## src/design/wsd_pkg.sv

```systemverilog
`default_nettype none
// ----------------------------------------------------------------------------
// Websocket deframer package
// Shared types, codes and constants of the websocket frame deframer.
// ----------------------------------------------------------------------------
package wsd_pkg;

	localparam int LEN_W     = 32;
	localparam int RES_DEPTH = 4;
	localparam int RES_PTR_W = $clog2(RES_DEPTH);
	localparam int RES_CNT_W = $clog2(RES_DEPTH + 1);

	localparam logic [7:0] HDR_FIN_BIT  = 8'h80;
	localparam logic [7:0] HDR_RSV_BITS = 8'h70;
	localparam logic [7:0] HDR_OP_BITS  = 8'h0f;
	localparam logic [7:0] HDR_MASK_BIT = 8'h80;
	localparam logic [7:0] HDR_LEN_BITS = 8'h7f;
	localparam logic [6:0] LEN_EXT16    = 7'd126;
	localparam logic [6:0] LEN_EXT64    = 7'd127;

	localparam logic [3:0] OP_CONT  = 4'h0;
	localparam logic [3:0] OP_TEXT  = 4'h1;
	localparam logic [3:0] OP_BIN   = 4'h2;
	localparam logic [3:0] OP_CLOSE = 4'h8;
	localparam logic [3:0] OP_PING  = 4'h9;

	typedef enum logic [2:0] {
		PH_HDR0    = 3'd0,
		PH_HDR1    = 3'd1,
		PH_EXTLEN  = 3'd2,
		PH_MASK    = 3'd3,
		PH_PAYLOAD = 3'd4,
		PH_STOP    = 3'd5
	} phase_t;

	typedef enum logic [2:0] {
		K_BYTE    = 3'd0,
		K_END     = 3'd1,
		K_DISCARD = 3'd2,
		K_PONG    = 3'd3,
		K_CLOSE   = 3'd4,
		K_ERROR   = 3'd5
	} kind_t;

	typedef struct packed {
		kind_t      kind;
		logic [7:0] data;
		logic       msg_end;
		logic       last;
	} res_t;

	typedef struct packed {
		logic [1:0] n;
		res_t       r0;
		res_t       r1;
	} wr_t;

	function automatic logic is_data_op(input logic [3:0] op);
		is_data_op = (op == OP_CONT) || (op == OP_TEXT) || (op == OP_BIN);
	endfunction

endpackage
`default_nettype wire

```

## src/design/wsd_res_fifo.sv

```systemverilog
`default_nettype none
// ----------------------------------------------------------------------------
// Result queue
// Small register queue that takes up to two results per cycle and hands out
// one result per request on the output channel.
// ----------------------------------------------------------------------------
module wsd_res_fifo (
	input  wire logic          clk,
	input  wire logic          arst_n,
	input  wsd_pkg::wr_t       wr,
	output logic               room,
	output logic               res_valid,
	input  wire logic          res_stall,
	output wsd_pkg::res_t      res
);
	import wsd_pkg::*;

	res_t                 mem_q [RES_DEPTH];
	logic [RES_PTR_W-1:0] wp_q;
	logic [RES_PTR_W-1:0] rp_q;
	logic [RES_CNT_W-1:0] cnt_q;
	logic                 pop;

	assign res_valid = (cnt_q != '0);
	assign res       = mem_q[rp_q];
	assign pop       = res_valid && !res_stall;
	assign room      = (cnt_q <= RES_CNT_W'(RES_DEPTH - 2));

	always_ff @(posedge clk) begin
		if (wr.n != 2'd0) begin
			mem_q[wp_q] <= wr.r0;
		end
		if (wr.n == 2'd2) begin
			mem_q[wp_q + RES_PTR_W'(1)] <= wr.r1;
		end
	end

	always_ff @(posedge clk or negedge arst_n) begin
		if (!arst_n) begin
			wp_q  <= '0;
			rp_q  <= '0;
			cnt_q <= '0;
		end else begin
			wp_q  <= wp_q + RES_PTR_W'(wr.n);
			rp_q  <= rp_q + RES_PTR_W'(pop);
			cnt_q <= cnt_q + RES_CNT_W'(wr.n) - RES_CNT_W'(pop);
		end
	end

endmodule
`default_nettype wire

```

## src/design/wsd_parser.sv

```systemverilog
`default_nettype none
// ----------------------------------------------------------------------------
// Frame parser
// Header state machine, length and mask key capture, payload unmasking and
// result generation for one received byte per cycle while fire is high.
// ----------------------------------------------------------------------------
module wsd_parser (
	input  wire logic       clk,
	input  wire logic       arst_n,
	input  wire logic       fire,
	input  wire logic [7:0] rx,
	output wsd_pkg::wr_t    wr
);
	import wsd_pkg::*;

	phase_t           ph_q, ph_d;
	logic [3:0]       op_q, op_d;
	logic             fin_q, fin_d;
	logic             msk_q, msk_d;
	logic [2:0]       hbc_q, hbc_d;
	logic [LEN_W-1:0] rem_q, rem_d;
	logic [3:0][7:0]  key_q, key_d;
	logic [1:0]       mpos_q, mpos_d;
	logic             frag_q, frag_d;

	logic [6:0]       len7;
	logic [LEN_W-1:0] rem_shift;
	logic [LEN_W-1:0] rem_dec;
	logic [LEN_W-1:0] rem_start;
	logic             start_now;
	logic             discard;
	logic             end_now;
	logic             pay_last;
	logic             data_op;
	logic             rsv_err;
	phase_t           end_phase;
	phase_t           start_phase;
	logic [7:0]       key_byte;
	res_t             cand [4];
	logic [3:0]       cand_v;

	assign len7      = rx[6:0] & HDR_LEN_BITS[6:0];
	assign rem_shift = {rem_q[LEN_W-9:0], rx};
	assign rem_dec   = rem_q - LEN_W'(1);
	assign data_op   = is_data_op(op_q);
	assign rsv_err   = (rx & HDR_RSV_BITS) != 8'h00;
	assign key_byte  = msk_q ? key_q[2'd3 - mpos_q] : 8'h00;
	assign end_phase = (op_q == OP_CLOSE) ? PH_STOP : PH_HDR0;

	always_comb begin
		start_now = 1'b0;
		rem_start = rem_q;
		pay_last  = 1'b0;
		unique case (ph_q)
			PH_HDR1: begin
				start_now = (len7 != LEN_EXT16) && (len7 != LEN_EXT64)
					&& ((rx & HDR_MASK_BIT) == 8'h00);
				rem_start = LEN_W'(len7);
			end
			PH_EXTLEN: begin
				start_now = (hbc_q == 3'd0) && !msk_q;
				rem_start = rem_shift;
			end
			PH_MASK: begin
				start_now = (hbc_q == 3'd0);
			end
			PH_PAYLOAD: begin
				pay_last = (rem_dec == '0);
			end
			default: begin
			end
		endcase
	end

	assign discard     = start_now && ((op_q == OP_TEXT) || (op_q == OP_BIN)) && frag_q;
	assign end_now     = (start_now && (rem_start == '0)) || pay_last;
	assign start_phase = (rem_start == '0) ? end_phase : PH_PAYLOAD;

	// Next-state logic.
	always_comb begin
		ph_d   = ph_q;
		op_d   = op_q;
		fin_d  = fin_q;
		msk_d  = msk_q;
		hbc_d  = hbc_q;
		rem_d  = rem_q;
		key_d  = key_q;
		mpos_d = mpos_q;
		frag_d = frag_q;
		unique case (ph_q)
			PH_HDR0: begin
				if (rsv_err) begin
					ph_d = PH_STOP;
				end else begin
					op_d  = rx[3:0] & HDR_OP_BITS[3:0];
					fin_d = (rx & HDR_FIN_BIT) != 8'h00;
					ph_d  = PH_HDR1;
				end
			end
			PH_HDR1: begin
				msk_d = (rx & HDR_MASK_BIT) != 8'h00;
				key_d = '0;
				if (len7 == LEN_EXT16) begin
					rem_d = '0;
					hbc_d = 3'd1;
					ph_d  = PH_EXTLEN;
				end else if (len7 == LEN_EXT64) begin
					rem_d = '0;
					hbc_d = 3'd7;
					ph_d  = PH_EXTLEN;
				end else begin
					rem_d = rem_start;
					if (msk_d) begin
						hbc_d = 3'd3;
						ph_d  = PH_MASK;
					end else begin
						ph_d = start_phase;
					end
				end
			end
			PH_EXTLEN: begin
				rem_d = rem_shift;
				if (hbc_q != 3'd0) begin
					hbc_d = hbc_q - 3'd1;
				end else if (msk_q) begin
					hbc_d = 3'd3;
					ph_d  = PH_MASK;
				end else begin
					ph_d = start_phase;
				end
			end
			PH_MASK: begin
				key_d = {key_q[2:0], rx};
				if (hbc_q != 3'd0) begin
					hbc_d = hbc_q - 3'd1;
				end else begin
					ph_d = start_phase;
				end
			end
			PH_PAYLOAD: begin
				mpos_d = mpos_q + 2'd1;
				rem_d  = rem_dec;
				if (pay_last) begin
					ph_d = end_phase;
				end
			end
			default: begin
			end
		endcase
		if (start_now) begin
			mpos_d = 2'd0;
		end
		if (discard) begin
			frag_d = 1'b0;
		end
		if (end_now && data_op) begin
			frag_d = !fin_q;
		end
	end

	// Result generation, in the order the results are delivered.
	always_comb begin
		cand[0]   = '{kind: K_ERROR, data: 8'h00, msg_end: 1'b0, last: 1'b0};
		cand[1]   = '{kind: K_DISCARD, data: 8'h00, msg_end: 1'b0, last: 1'b0};
		cand[2]   = '{kind: K_BYTE, data: rx ^ key_byte, msg_end: pay_last && fin_q,
			last: 1'b0};
		cand[3]   = '{kind: K_END, data: 8'h00, msg_end: 1'b1, last: 1'b0};
		cand_v[0] = (ph_q == PH_HDR0) && rsv_err;
		cand_v[1] = discard;
		cand_v[2] = (ph_q == PH_PAYLOAD) && data_op;
		cand_v[3] = 1'b0;
		if (end_now) begin
			if (data_op) begin
				cand_v[3] = fin_q && !pay_last;
			end else if (op_q == OP_PING) begin
				cand[3]   = '{kind: K_PONG, data: 8'h00, msg_end: 1'b0, last: 1'b0};
				cand_v[3] = 1'b1;
			end else if (op_q == OP_CLOSE) begin
				cand[3]   = '{kind: K_CLOSE, data: 8'h00, msg_end: 1'b0, last: 1'b0};
				cand_v[3] = 1'b1;
			end
		end
	end

	always_comb begin
		wr.n  = 2'd0;
		wr.r0 = cand[0];
		wr.r1 = cand[0];
		for (int i = 0; i < 4; i++) begin
			if (cand_v[i]) begin
				if (wr.n == 2'd0) begin
					wr.r0 = cand[i];
				end else begin
					wr.r1 = cand[i];
				end
				wr.n = wr.n + 2'd1;
			end
		end
		if (wr.n == 2'd1) begin
			wr.r0.last = 1'b1;
		end
		if (wr.n == 2'd2) begin
			wr.r1.last = 1'b1;
		end
		if (!fire) begin
			wr.n = 2'd0;
		end
	end

	always_ff @(posedge clk or negedge arst_n) begin
		if (!arst_n) begin
			ph_q   <= PH_HDR0;
			op_q   <= '0;
			fin_q  <= 1'b0;
			msk_q  <= 1'b0;
			hbc_q  <= '0;
			rem_q  <= '0;
			key_q  <= '0;
			mpos_q <= '0;
			frag_q <= 1'b0;
		end else if (fire) begin
			ph_q   <= ph_d;
			op_q   <= op_d;
			fin_q  <= fin_d;
			msk_q  <= msk_d;
			hbc_q  <= hbc_d;
			rem_q  <= rem_d;
			key_q  <= key_d;
			mpos_q <= mpos_d;
			frag_q <= frag_d;
		end
	end

endmodule
`default_nettype wire

```

## src/design/websocket_frame_deframer.sv

```systemverilog
`default_nettype none
// An accepted byte is registered in byte_s1, and its results are then written into the result queue.
// Throughput: one byte per cycle while the result queue has room for two results.
// Each byte gives zero, one or two results; the output drains one result per cycle while res_stall is low.
// Reset clears the parser state and the result queue; the first byte after reset
// is taken as the first header byte of a frame.
// ----------------------------------------------------------------------------
// Websocket frame deframer
// Parses received websocket frame headers, unmasks data payload bytes and
// reports message ends, discards, pong and close requests and header errors.
// ----------------------------------------------------------------------------
module websocket_frame_deframer (
	input  wire logic       clk,
	input  wire logic       arst_n,
	input  wire logic       rx_valid,
	output logic            rx_stall,
	input  wire logic [7:0] rx_byte,
	output logic            res_valid,
	input  wire logic       res_stall,
	output logic [2:0]      kind,
	output logic [7:0]      data,
	output logic            message_end,
	output logic            last_of_run
);
	import wsd_pkg::*;

	logic       valid_s1;
	logic [7:0] byte_s1;
	logic       room;
	logic       fire;
	wr_t        wr;
	res_t       res;

	assign fire     = valid_s1 && room;
	assign rx_stall = valid_s1 && !room;

	always_ff @(posedge clk or negedge arst_n) begin
		if (!arst_n) begin
			valid_s1 <= 1'b0;
		end else if (!rx_stall) begin
			valid_s1 <= rx_valid;
		end
	end

	always_ff @(posedge clk) begin
		if (rx_valid && !rx_stall) begin
			byte_s1 <= rx_byte;
		end
	end

	wsd_parser u_parser (
		.clk    (clk),
		.arst_n (arst_n),
		.fire   (fire),
		.rx     (byte_s1),
		.wr     (wr)
	);

	wsd_res_fifo u_fifo (
		.clk       (clk),
		.arst_n    (arst_n),
		.wr        (wr),
		.room      (room),
		.res_valid (res_valid),
		.res_stall (res_stall),
		.res       (res)
	);

	assign kind        = res.kind;
	assign data        = res.data;
	assign message_end = res.msg_end;
	assign last_of_run = res.last;

endmodule
`default_nettype wire
```

## config.mk

```make
export PLATFORM = sky130hd
export DESIGN_NAME = websocket_frame_deframer
export DESIGN_NICKNAME = d
export VERILOG_FILES = /design/src/design/wsd_pkg.sv /design/src/design/wsd_res_fifo.sv /design/src/design/wsd_parser.sv /design/src/design/websocket_frame_deframer.sv
export SDC_FILE = /design/constraint.sdc
export NUM_CORES = 1
export LEC_CHECK = 0
export BUFFER_PORTS_ARGS = -buffer_cell sky130_fd_sc_hd__buf_2
export CELL_PAD_IN_SITES_DETAIL_PLACEMENT = 0
export CELL_PAD_IN_SITES_GLOBAL_PLACEMENT = 1
export CORE_UTILIZATION = 45
export CTS_CLUSTER_SIZE = 8
export DETAILED_ROUTE_END_ITERATION = 8
export GPL_TIMING_DRIVEN = 0
export PLACE_DENSITY = 0.79
export SYNTH_ARGS = -nofsm -noshare
export SYNTH_HDL_FRONTEND = slang
export SYNTH_SLANG_ARGS = --single-unit
```

## constraint.sdc

```tcl
create_clock -name clk -period 4.85 [get_ports clk]
set_clock_uncertainty 0.05 [all_clocks]
set_input_delay 0.2425 -clock clk [delete_from_list [all_inputs] [get_ports clk]]
set_output_delay 0.2425 -clock clk [all_outputs]
set_load 0.02 [all_outputs]
```

* Word level (Yosys, flattened, before mapping)
Memory sizes are Yosys's and may differ from the RTL's.
Index checks and enable logic that the tools add are counted.
** Storage, ports and cells
- RAM bits :: 52
- Memories kept :: 1
- Bits in registers :: 95
- Output and inout bits :: 15
** Memory list
- u_fifo.mem_q :: depth 4, width 13, read ports 1, clocked after memory_dff 0, wr ports 2, line wsd_res_fifo.sv:18 : res_t mem_q [RES_DEPTH];
** Operators by class
- Muxes and demuxes :: 57
- Reduce and logical (&&, ||, !) cells :: 52
- Equality and inequality tests :: 21
- Magnitude comparators :: 2
- Bitwise logic cells :: 2
- Add/subtract/negate cells :: 12
** Operator list (count)
- $mux 13 :: 10
- $pmux 32 s2 :: 2
- $pmux 32 s3 :: 1
- $mux 28 :: 3
- $logic_not 32->1 :: 2
- $mux 32 :: 2
- $mux 3 :: 16
- $sub 32x1->32 const B :: 1
- $mux 27 :: 1
- $bmux 8 s2 :: 1
- $mux 8 :: 2
- $logic_and 1x1->1 :: 15
- $pmux 3 s5 :: 1
- $eq 7x7->1 const B :: 2
- $ne 7x7->1 const B :: 2
- $mux 1 :: 13
- $reduce_bool 3->1 :: 4
- $reduce_and 2->1 :: 5
- $reduce_and 5->1 :: 2
- $pmux 3 s3 :: 1
- $add 2x1->2 const B :: 4
- $eq 4x4->1 const B :: 2
- $logic_not 8->1 :: 1
- $reduce_bool 2->1 :: 4
- other kinds (32) :: 49

* Depth between registers and ports, before layout
Gate-level depths: netlist (run 1).
- Depth after elaboration :: 17
- Gate-level depth with buffers :: 21

* Cells and area by module
From an unflattened synthesis (run 1), not the netlist that was laid out.
** Second synthesis, totals
- Cell total of the unflattened synthesis :: 881
- Area total of the unflattened synthesis :: 8807.2 µm²
** Modules (own cells, without submodules)
- wsd_parser :: cells each 699, area each 5502.8 µm², instances 1
- wsd_res_fifo :: cells each 168, area each 3000.4 µm², instances 1
- websocket_frame_deframer :: cells each 14, area each 304.0 µm², instances 1

* Worst setup path after synthesis (run 1)
OpenSTA, ideal clock, no wires.
- Kind :: register to register
- From :: register u_parser.rem_q[19]
- To :: memory u_fifo.mem_q[2][0] (netlist name) (enable)
- Data arrival time :: 4.245 ns
- Data required time :: 4.414 ns
- Clock period less this slack :: 4.681 ns
- Setup time :: 0.386 ns
- Stages on the path, launching flop included :: 13
- Slack :: 0.169 ns
- Buffers on the path :: 2
- Cell sequence :: dfrtp_1 or4_1 buf_2 or4_1 buf_2 o31a_1 nor4_1 or4b_4 or2_4 a21oi_4 nor3_1 a311o_1 o21bai_1
** RTL lines
- start, declared :: line wsd_parser.sv:21 : logic [LEN_W-1:0] rem_q, rem_d;
- start signal, assigned :: line wsd_parser.sv:227 : rem_q <= rem_d;
- end, declared :: line wsd_res_fifo.sv:18

* Final worst setup path (run 1)
- From :: register u_parser.rem_q[17]
- To :: register u_fifo.cnt_q[2]
** Between the ends
- Word-level cells in the longest chain between the ends :: 11
- Elaborated cells on any way between the ends :: 15
- Classes of those cells :: add/sub (3); mux (6); reduce/logical (6)
** Ends and longest elaborated chain
- $sub 32x1->32 :: line wsd_parser.sv:44 : assign rem_dec = rem_q - LEN_W'(1);
- $logic_not 32->1 :: line wsd_parser.sv:68 : pay_last = (rem_dec == '0);
- $mux 1 :: line wsd_parser.sv:54 : unique case (ph_q)
- $logic_not 1->1 :: line wsd_parser.sv:174 : cand_v[3] = fin_q && !pay_last;
- $logic_and 1x1->1 :: line wsd_parser.sv:174
- $mux 1 :: line wsd_parser.sv:173 : if (data_op) begin
- $mux 1 (*) :: line wsd_parser.sv:172 : if (end_now) begin
- $mux 28 (*) :: line wsd_parser.sv:190 : if (cand_v[i]) begin
- $mux 2 (*) :: line wsd_parser.sv:205 : if (!fire) begin
- $add 3x2->3 (*) :: line wsd_res_fifo.sv:46 : cnt_q <= cnt_q + RES_CNT_W'(wr.n) - RES_CNT_W'(pop);
- $sub 3x1->3 (*) :: line wsd_res_fifo.sv:46
- end signal, assigned :: line wsd_res_fifo.sv:46
- end, declared :: line wsd_res_fifo.sv:21 : logic [RES_CNT_W-1:0] cnt_q;
Every way passes the cells marked *; elsewhere a longest branch is shown, timed or not.
A chain may end at the register's enable or synchronous reset.

==> metrics.md, run 1 <==
| Metric | Value |
|---|---|
| Status | `complete, no violations` |
| Standard-cell rows | `51` |
| Fin crit share | `a little over nine tenths` |
| Routability cong. | `around 0.92` |
| Initial antenna violation count | `0` |
| Reg power frac | `27.0%` |
| Unrepaired setup endpoints after global routing | `yes` |
| Largest net degree at the start of global routing | `45` |
| Final hold viol count | `0` |
| Routed vias/inst | `roughly 6` |
| Clk slew on worst S/H paths | `roughly 0.07 ns` |
| 1st-iter DRT viols | `between 600 and 700` |
| Sw Ratio | `around 47%` |
| Xor/xnor share of the synthesized area | `between 3 and 4%` |
| Least-Margin Pin Slew | `around 0.9 ns` |
| R2R Path End | `u_fifo.cnt_q[2]` |
| CTS Root Cell | `clkbuf_16` |
| Most common cell after layout, fill and taps aside | `nand2_1` |
| Number of fill cells | `around 1800` |
| CTS tree | `yes` |
| Commonest register cell after synthesis | `dfrtp_1` |
| Final wirelength | `between 20 and 30 mm` |
| Fin util | `a little over half` |
| Int Power | `0.00395 W` |
| Post-synth EDFFs | `60` |
| IR drop worst, VDD | `365 uV` |
| Input/output buffers | `26` |
| Compound-Gate Fraction of Synth Area | `17.5%` |
| Leakage | `3.98 nW` |
| Register bit total from synthesis | `approximately 150` |
| Nets | `approximately 1100` |
| Slew Viols, Final | `0` |
| Pwr Density | `around 700 nW/um^2` |
| Vias in the first global route | `7751` |
| GR Util All Layers | `a little over a quarter` |
| Fin crit period | `about 4.7 ns` |
| Final Instance Area | `~11000 um^2` |
| DP HPWL | `18.4 mm` |
| Kind of critical path | `reg2reg` |
| Post-synthesis mux area share | `around 9%` |
| Congestion Overflow GR | `0` |
| CTS sink count | `roughly 150` |
| Crit start category | `flop` |
| Share of layout cells above drive strength 1 | `roughly 16%` |
| R2R depth | `18` |
| Yosys cell types | `75` |
| Post-route ant nets | `0` |
| Synthesis-to-layout area growth | `18.3%` |
| # DRC | `0` |
| Rel. slew slack | `38.6%` |
| Core Area | `around 20000 um^2` |
| Starting Density | `46.3%` |
| Cell Area, Placed | `roughly 9600 um^2` |
| Total CTS buffers | `17` |
| P_sw | `roughly 0.0035 W` |
| Syn Inst Count | `961` |
| Clk buf depth | `2` |
| Post-synthesis simple-gate area fraction | `roughly 20%` |
| Worst Path Required | `around 5.1 ns` |
| Worst Path Max Fanout | `4` |
| Final setup vio count | `0` |
| Global-route wire length before repair | `roughly 43 mm` |
| FF-to-FF Start | `u_parser.rem_q[17]` |
| Chip Width | `approximately 140 um` |
| Critical path arrival | `around 5 ns` |
| Fin Hold WS | `between 0.15 and 0.2 ns` |
| Vias | `roughly 7900` |
| Syn_nets | `between 900 and 1000` |
| ANT cells | `0` |
| Most frequent cells in the layout | `nand2_1, o21ai_0, dfrtp_1` |
| Multi-input gate area | `~5000 um^2` |
| Register area share after synthesis | `~44%` |
| Die Y | `between 100 and 150 um` |
| Die area | `20800 um^2` |
| Total of max-cap violations | `0` |
| Routed len/inst | `about 20 um` |
| Syn. warnings | `0` |
| Combinational Power Share | `around 54%` |
| Largest family of logic cells by synthesized area | `simple AND/OR/NAND/NOR gates` |
| Area of the mapped netlist | `9100 um^2` |
| Worst hold endpoint | `u_fifo.rp_q[0]` |
| Reg-to-reg slack, setup | `~0.12 ns` |
| Sequential cell area | `3980 um^2` |
| Maximum clock rate | `~210 MHz` |
| Clk_lat worst skew | `0.44 ns` |
| Clock share of power | `a little under a fifth` |
| Ys async rst share | `between 50% and 60%` |
| Drt pass-1 iters | `5` |
| Synth Area in Adders | `~2.3%` |
| IO Count | `27` |
| Worst setup EP type | `flop` |
| Mean area per synthesized cell | `around 9.5 um^2` |
| Min-delay worst type | `in2reg` |
| HP Start | `res_stall` |
| H-tree Lvls | `4` |
| Worst hold stages | `3` |
-- metal layers --
layer | vias to the layer above | track usage (%) | part of all wire, %
met3 | 50 | 4.07 | 5.9
met5 | - | 0 | 0
met1 | 3840 | 37.8 | 45
met4 | 0 | 9.97 | 2.2
met2 | 291 | 44.1 | 47
li1 | 3691 | - | -
-- cell usage after synthesis, types with 15 or more instances --
cell type / n / share of area [%]
xnor2_1: 21 / 2.0
o22ai_1: 16 / 1.1
nand2_1: 127 / 5.2
mux2i_1: 25 / 2.7
a21oi_1: 33 / 1.8
edfxtp_1: 60 / 20
mux4_2: 21 / 5.2
dfrtp_1: 87 / 24
nor3_1: 47 / 2.6
nor2_1: 67 / 2.8
clkbuf_1: 57 / 2.4
o21ai_0: 108 / 5.9
inv_1: 26 / 1.1
ha_1: 15 / 2.1
nor4_1: 22 / 1.5
-- sequential cells by signal, indices dropped and copies added (netlist names), 2 cells and up --
signal,count
byte_s1,8
u_fifo.cnt_q,3
u_fifo.mem_q,52
u_fifo.rp_q,2
u_fifo.wp_q,2
u_parser.hbc_q,3
u_parser.key_q,32
u_parser.mpos_q,2
u_parser.op_q,4
u_parser.ph_q,3
u_parser.rem_q,32
-- how the worst max path moves through the flow --
stage | from | to | slack (ns) | cells after the start
global placement | u_parser.rem_q[0] | u_fifo.mem_q[3][8] | -1.0 | 14
global route | u_parser.rem_q[17] | u_fifo.cnt_q[2] | -0.05 | 18
floorplan | u_parser.rem_q[19] | u_fifo.mem_q[2][0] | 0.17 | 12
detailed placement | u_parser.rem_q[0] | u_fifo.mem_q[1][7] | -0.98 | 15
finish | u_parser.rem_q[17] | u_fifo.cnt_q[2] | 0.12 | 18
CTS | u_parser.ph_q[2] | u_fifo.mem_q[3][11] | 0.006 | 15
-- per-stage QoR --
| stage | setup slack (ns) | power, W | TNS [ns] | instances |
|---|---|---|---|---|
| finish | 0.117 | 0.00750 | 0 | 1312 |
| global route | -0.0491 | 0.00800 | -0.0564 | 1312 |
| CTS | 0.00558 | 0.00715 | 0 | 1301 |
| detailed placement | -0.977 | 0.00566 | -45.15 | 1254 |
| global placement | -1.00 | 0.00562 | -59.33 | 1252 |
| floorplan | 0.169 | 0.00457 | 0 | 961 |
-- cells by family after synthesis --
kind of cell               count (synthesis)
and+or+nand+nor                          363
AOI/OAI and AO/OA                        248
xor gates and xnor gates                  34
muxes                                     53
DFF                                      147
adders and majority gates                 16
buffers and inverters                    100
-- cell type report --
class	instances	area share, %
well taps	265	3.08
flip-flops and latches	147	37.0
clock inverters	14	1.74
clock buffers	18	3.98
plain buffers	68	2.98
multi-input cells	714	45.7
inverters	26	0.906
repair buffers	60	4.63
-- timing repair --
item	4_1_cts	5_1_grt
gates resized for setup	22	34
setup buffers	8	14
setup endpoints to repair	104	102
hold endpoints to repair	52	0
hold buffers	10	0
pin swaps	6	20
-- critical path: stages, from the launching register on --
cell     delay [ns]
dfrtp_1        0.38
or4_4          0.53
buf_6          0.14
buf_4          0.15
nor3_1         0.39
nor3b_4        0.37
xor2_1         0.13
or4b_4         0.55
or2_4          0.27
a21oi_4        0.21
xnor2_2        0.15
nand2_1        0.09
ha_1           0.30
inv_1          0.06
ha_2           0.16
inv_2          0.04
fa_2           0.34
xor2_1         0.17
xnor2_1        0.12
-- power by group through the flow --
stage | clock network [W] | registers (W) | logic (W)
floorplan | 0 | 0.00188 | 0.00269
global placement | 0 | 0.00199 | 0.00363
detailed placement | 0 | 0.00200 | 0.00366
CTS | 0.00141 | 0.00199 | 0.00375
global route | 0.00147 | 0.00206 | 0.00447
finish | 0.00140 | 0.00202 | 0.00407
Power figures use the tool's default switching activity.
==> run 2, diff against run 1 <==
--- a/config.mk
+++ b/config.mk
@@ -12,7 +12,7 @@
 export CTS_CLUSTER_SIZE = 8
 export DETAILED_ROUTE_END_ITERATION = 8
 export GPL_TIMING_DRIVEN = 0
-export PLACE_DENSITY = 0.79
+export PLACE_DENSITY_LB_ADDON = 0.1
 export SYNTH_ARGS = -nofsm -noshare
 export SYNTH_HDL_FRONTEND = slang
 export SYNTH_SLANG_ARGS = --single-unit
==> run 2 against run 1 <==
Against the previous run:
- setup slack better by 0.0087 ns
- non-clock buffer count is 1 higher
- final cell count is 0.15% higher
- critical endpoint unchanged
==> metrics.md, run 2 (synthesized netlist as in run 1, its figures left out) <==
| Metric | Value |
|---|---|
| Sequential cell area | `3980 um^2 (about the same)` |
| Vias | `7805 (was 7872)` |
| Total of max-cap violations | `0 (unchanged)` |
| Final setup TNS | `0 ns (unchanged)` |
| Worst setup EP type | `flop (unchanged)` |
| 1st-iter DRT viols | `648 (was 651)` |
| Fin Hold WS | `0.195 ns (was 0.199 ns)` |
| Kind of critical path | `reg2reg (unchanged)` |
| Status | `complete, no violations (unchanged)` |
| Final wirelength | `27.2 mm (was 26.8 mm)` |
| Total CTS buffers | `17 (unchanged)` |
| Most frequent cells in the layout | `nand2_1, o21ai_0, dfrtp_1 (unchanged)` |
| Die area | `20800 um^2 (unchanged)` |
| Power, Total | `0.00743 W (was 0.00750 W)` |
| CTS tree | `yes (unchanged)` |
| Largest net degree at the start of global routing | `54 (was 45)` |
| Rel. slew slack | `40.3% (was 38.6%)` |
| Top reg by flops | `u_fifo.mem_q (unchanged)` |
| Share of layout cells above drive strength 1 | `16.8% (was 16.3%)` |
| Worst Path Max Fanout | `4 (unchanged)` |
| CTS sink count | `147 (unchanged)` |
| IR drop worst, VDD | `307 uV (was 365 uV)` |
| Synthesis-to-layout area growth | `17.6% (was 18.3%)` |
| Maximum clock rate | `212 MHz (was 211 MHz)` |
| Fin crit period | `4.72 ns (was 4.73 ns)` |
| Leakage | `3.96 nW (was 3.98 nW)` |
| CP bufs+invs | `4 (unchanged)` |
| Chip Width | `144 um (unchanged)` |
| CP max stage delay | `0.52 ns (was 0.55 ns)` |
| Fin crit share | `97.4% (was 97.6%)` |
| Max reg flops | `52 (unchanged)` |
| Die Y | `144 um (unchanged)` |
| Core Area | `19700 um^2 (unchanged)` |
| Vias in the first global route | `7598 (was 7751)` |
| Cell family with most CP delay | `simple AND/OR/NAND/NOR gates (unchanged)` |
| Non-filler cells, final | `1314 (was 1312)` |
| Slowest CP cell | `or4_4 (was or4b_4)` |
| Number of fill cells | `1818 (was 1817)` |
| Placed cells | `1253 (was 1254)` |
| Nets | `1064 (was 1062)` |
| Routed len/inst | `20.7 um (was 20.4 um)` |
| Clk slew on worst S/H paths | `0.07 ns (about the same)` |
| IO Count | `27 (unchanged)` |
| Most common cell after layout, fill and taps aside | `nand2_1 (unchanged)` |
| GR Util All Layers | `27.5% (about the same)` |
| Global-route wire length before repair | `42.8 mm (about the same)` |
| Pwr Density | `693 nW/um^2 (was 696 nW/um^2)` |
| Congestion Overflow GR | `0 (unchanged)` |
| Routability cong. | `0.885 (was 0.921)` |
| Clk_lat worst skew | `0.43 ns (was 0.44 ns)` |
| DP HPWL | `18.6 mm (was 18.4 mm)` |
| CTS Root Cell | `clkbuf_16 (unchanged)` |
| Min-delay worst type | `in2reg (unchanged)` |
| Initial antenna violation count | `0 (unchanged)` |
| Multi-input gate area | `4930 um^2 (was 4920 um^2)` |
| Routed vias/inst | `5.94 (was 6.00)` |
| Final hold viol count | `0 (unchanged)` |
| Unrepaired setup endpoints after global routing | `yes (unchanged)` |
| Critical path arrival | `5.00 ns (about the same)` |
| Final setup vio count | `0 (unchanged)` |
| Crit start category | `flop (unchanged)` |
| Post-route ant nets | `0 (unchanged)` |
| Input/output buffers | `26 (unchanged)` |
| CP cell instances | `or4_4 -> buf_6 -> or4_4 -> buf_6 -> o31a_1 -> nor4_2 -> or4b_4 -> or2_4 -> a21oi_4 -> xnor2_2 -> nand2_1 -> ha_1 -> inv_1 -> ha_2 -> inv_2 -> fa_2 -> xor2_1 -> xnor2_1 (was or4_4 -> buf_6 -> buf_4 -> nor3_1 -> nor3b_4 -> xor2_1 -> or4b_4 -> or2_4 -> a21oi_4 -> xnor2_2 -> nand2_1 -> ha_1 -> inv_1 -> ha_2 -> inv_2 -> fa_2 -> xor2_1 -> xnor2_1)` |
| Clk buf depth | `2 (unchanged)` |
| # DRC | `0 (unchanged)` |
| Standard-cell rows | `51 (unchanged)` |
| ANT cells | `0 (unchanged)` |
| Starting Density | `46.3% (unchanged)` |
| Slew Viols, Final | `0 (unchanged)` |
| H-tree Lvls | `4 (unchanged)` |
| Biggest regs | `u_fifo.mem_q (52), u_parser.key_q (32), u_parser.rem_q (32) (unchanged)` |
| Least-Margin Pin Slew | `0.894 ns (was 0.921 ns)` |
| Worst Path Required | `5.12 ns (about the same)` |
| Drt pass-1 iters | `7 (was 5)` |
[run 2: cell count changes in the layout (fill, tap and decap cells not counted), moves of 2 or more]
cell        before  now
buf_12           5    1
buf_4           21   26
bufinv_16        2    0
clkinv_4         3    0
clkinv_8         2    4
clkinvlp_4       0    2
[run 2: power by group]
group,switching [W],internal [W]
Sequential,0.000369,0.00166
Combinational,0.00257,0.00151
Clock,0.000630,0.000689
Total,0.00357,0.00386
[run 2: path summary, 6_finish.rpt]
kind / from / to / slack (ns) / cells past startpoint
min in group asynchronous: arst_n / u_parser.key_q[21] / 0.29 / 2
setup reg to reg: u_parser.rem_q[16] / u_fifo.cnt_q[2] / 0.13 / 18
max in group asynchronous: arst_n / u_parser.rem_q[18] / 3.78 / 3
setup / recovery: u_parser.rem_q[16] / u_fifo.cnt_q[2] / 0.13 / 18
hold reg to reg: u_parser.hbc_q[1] / u_parser.hbc_q[1] / 0.43 / 1
hold / removal: res_stall / u_fifo.rp_q[0] / 0.20 / 3
[run 2: worst reg2reg max path, delay by kind of cell (launching register included)]
family	cells	cell delay (ns)
simple gates	6	2.05
fa+ha+maj	3	0.81
compound gates	2	0.49
xor+xnor	3	0.45
flops	1	0.40
buf+inv	4	0.38
[run 2: area by class of cell]
| cell class | instances | share of cell area, % |
|---|---|---|
| tap | 265 | 3.10 |
| sequential | 147 | 37.2 |
| buffer | 68 | 3.00 |
| clock buffer | 17 | 3.97 |
| inverter | 26 | 0.911 |
| clock inverter | 15 | 1.52 |
| timing repair buffer | 61 | 4.23 |
| multi-input combinational | 715 | 46.1 |
[run 2: through the flow]
step	util [%]	worst slack, ns	area [um^2]
6_report	54.5	0.125	10700
2_1_floorplan	-	0.169	9100
4_1_cts	53.4	0.00268	10500
5_1_grt	54.5	-0.0412	10700
3_5_place_dp	48.9	-1.11	9610
3_3_place_gp	48.7	-1.16	9570
[run 2: routing by layer]
| metal | global-route usage [%] | up-vias | share of wire [%] |
|---|---|---|---|
| met2 | 42.9 | 261 | 46 |
| met1 | 37.7 | 3787 | 46 |
| met3 | 5.07 | 53 | 5.4 |
| met5 | 0 | - | 0 |
| met4 | 10.9 | 0 | 2.5 |
| li1 | - | 3704 | - |
[run 2: repair_timing]
item                                    4_1_cts  5_1_grt
buffers inserted                             12       12
resized for setup                            22       32
hold endpoints to repair                     43        0
gates cloned                                  0        1
endpoints found under the setup margin      106      102
hold buffers                                 10        0
pin swaps                                     6       18
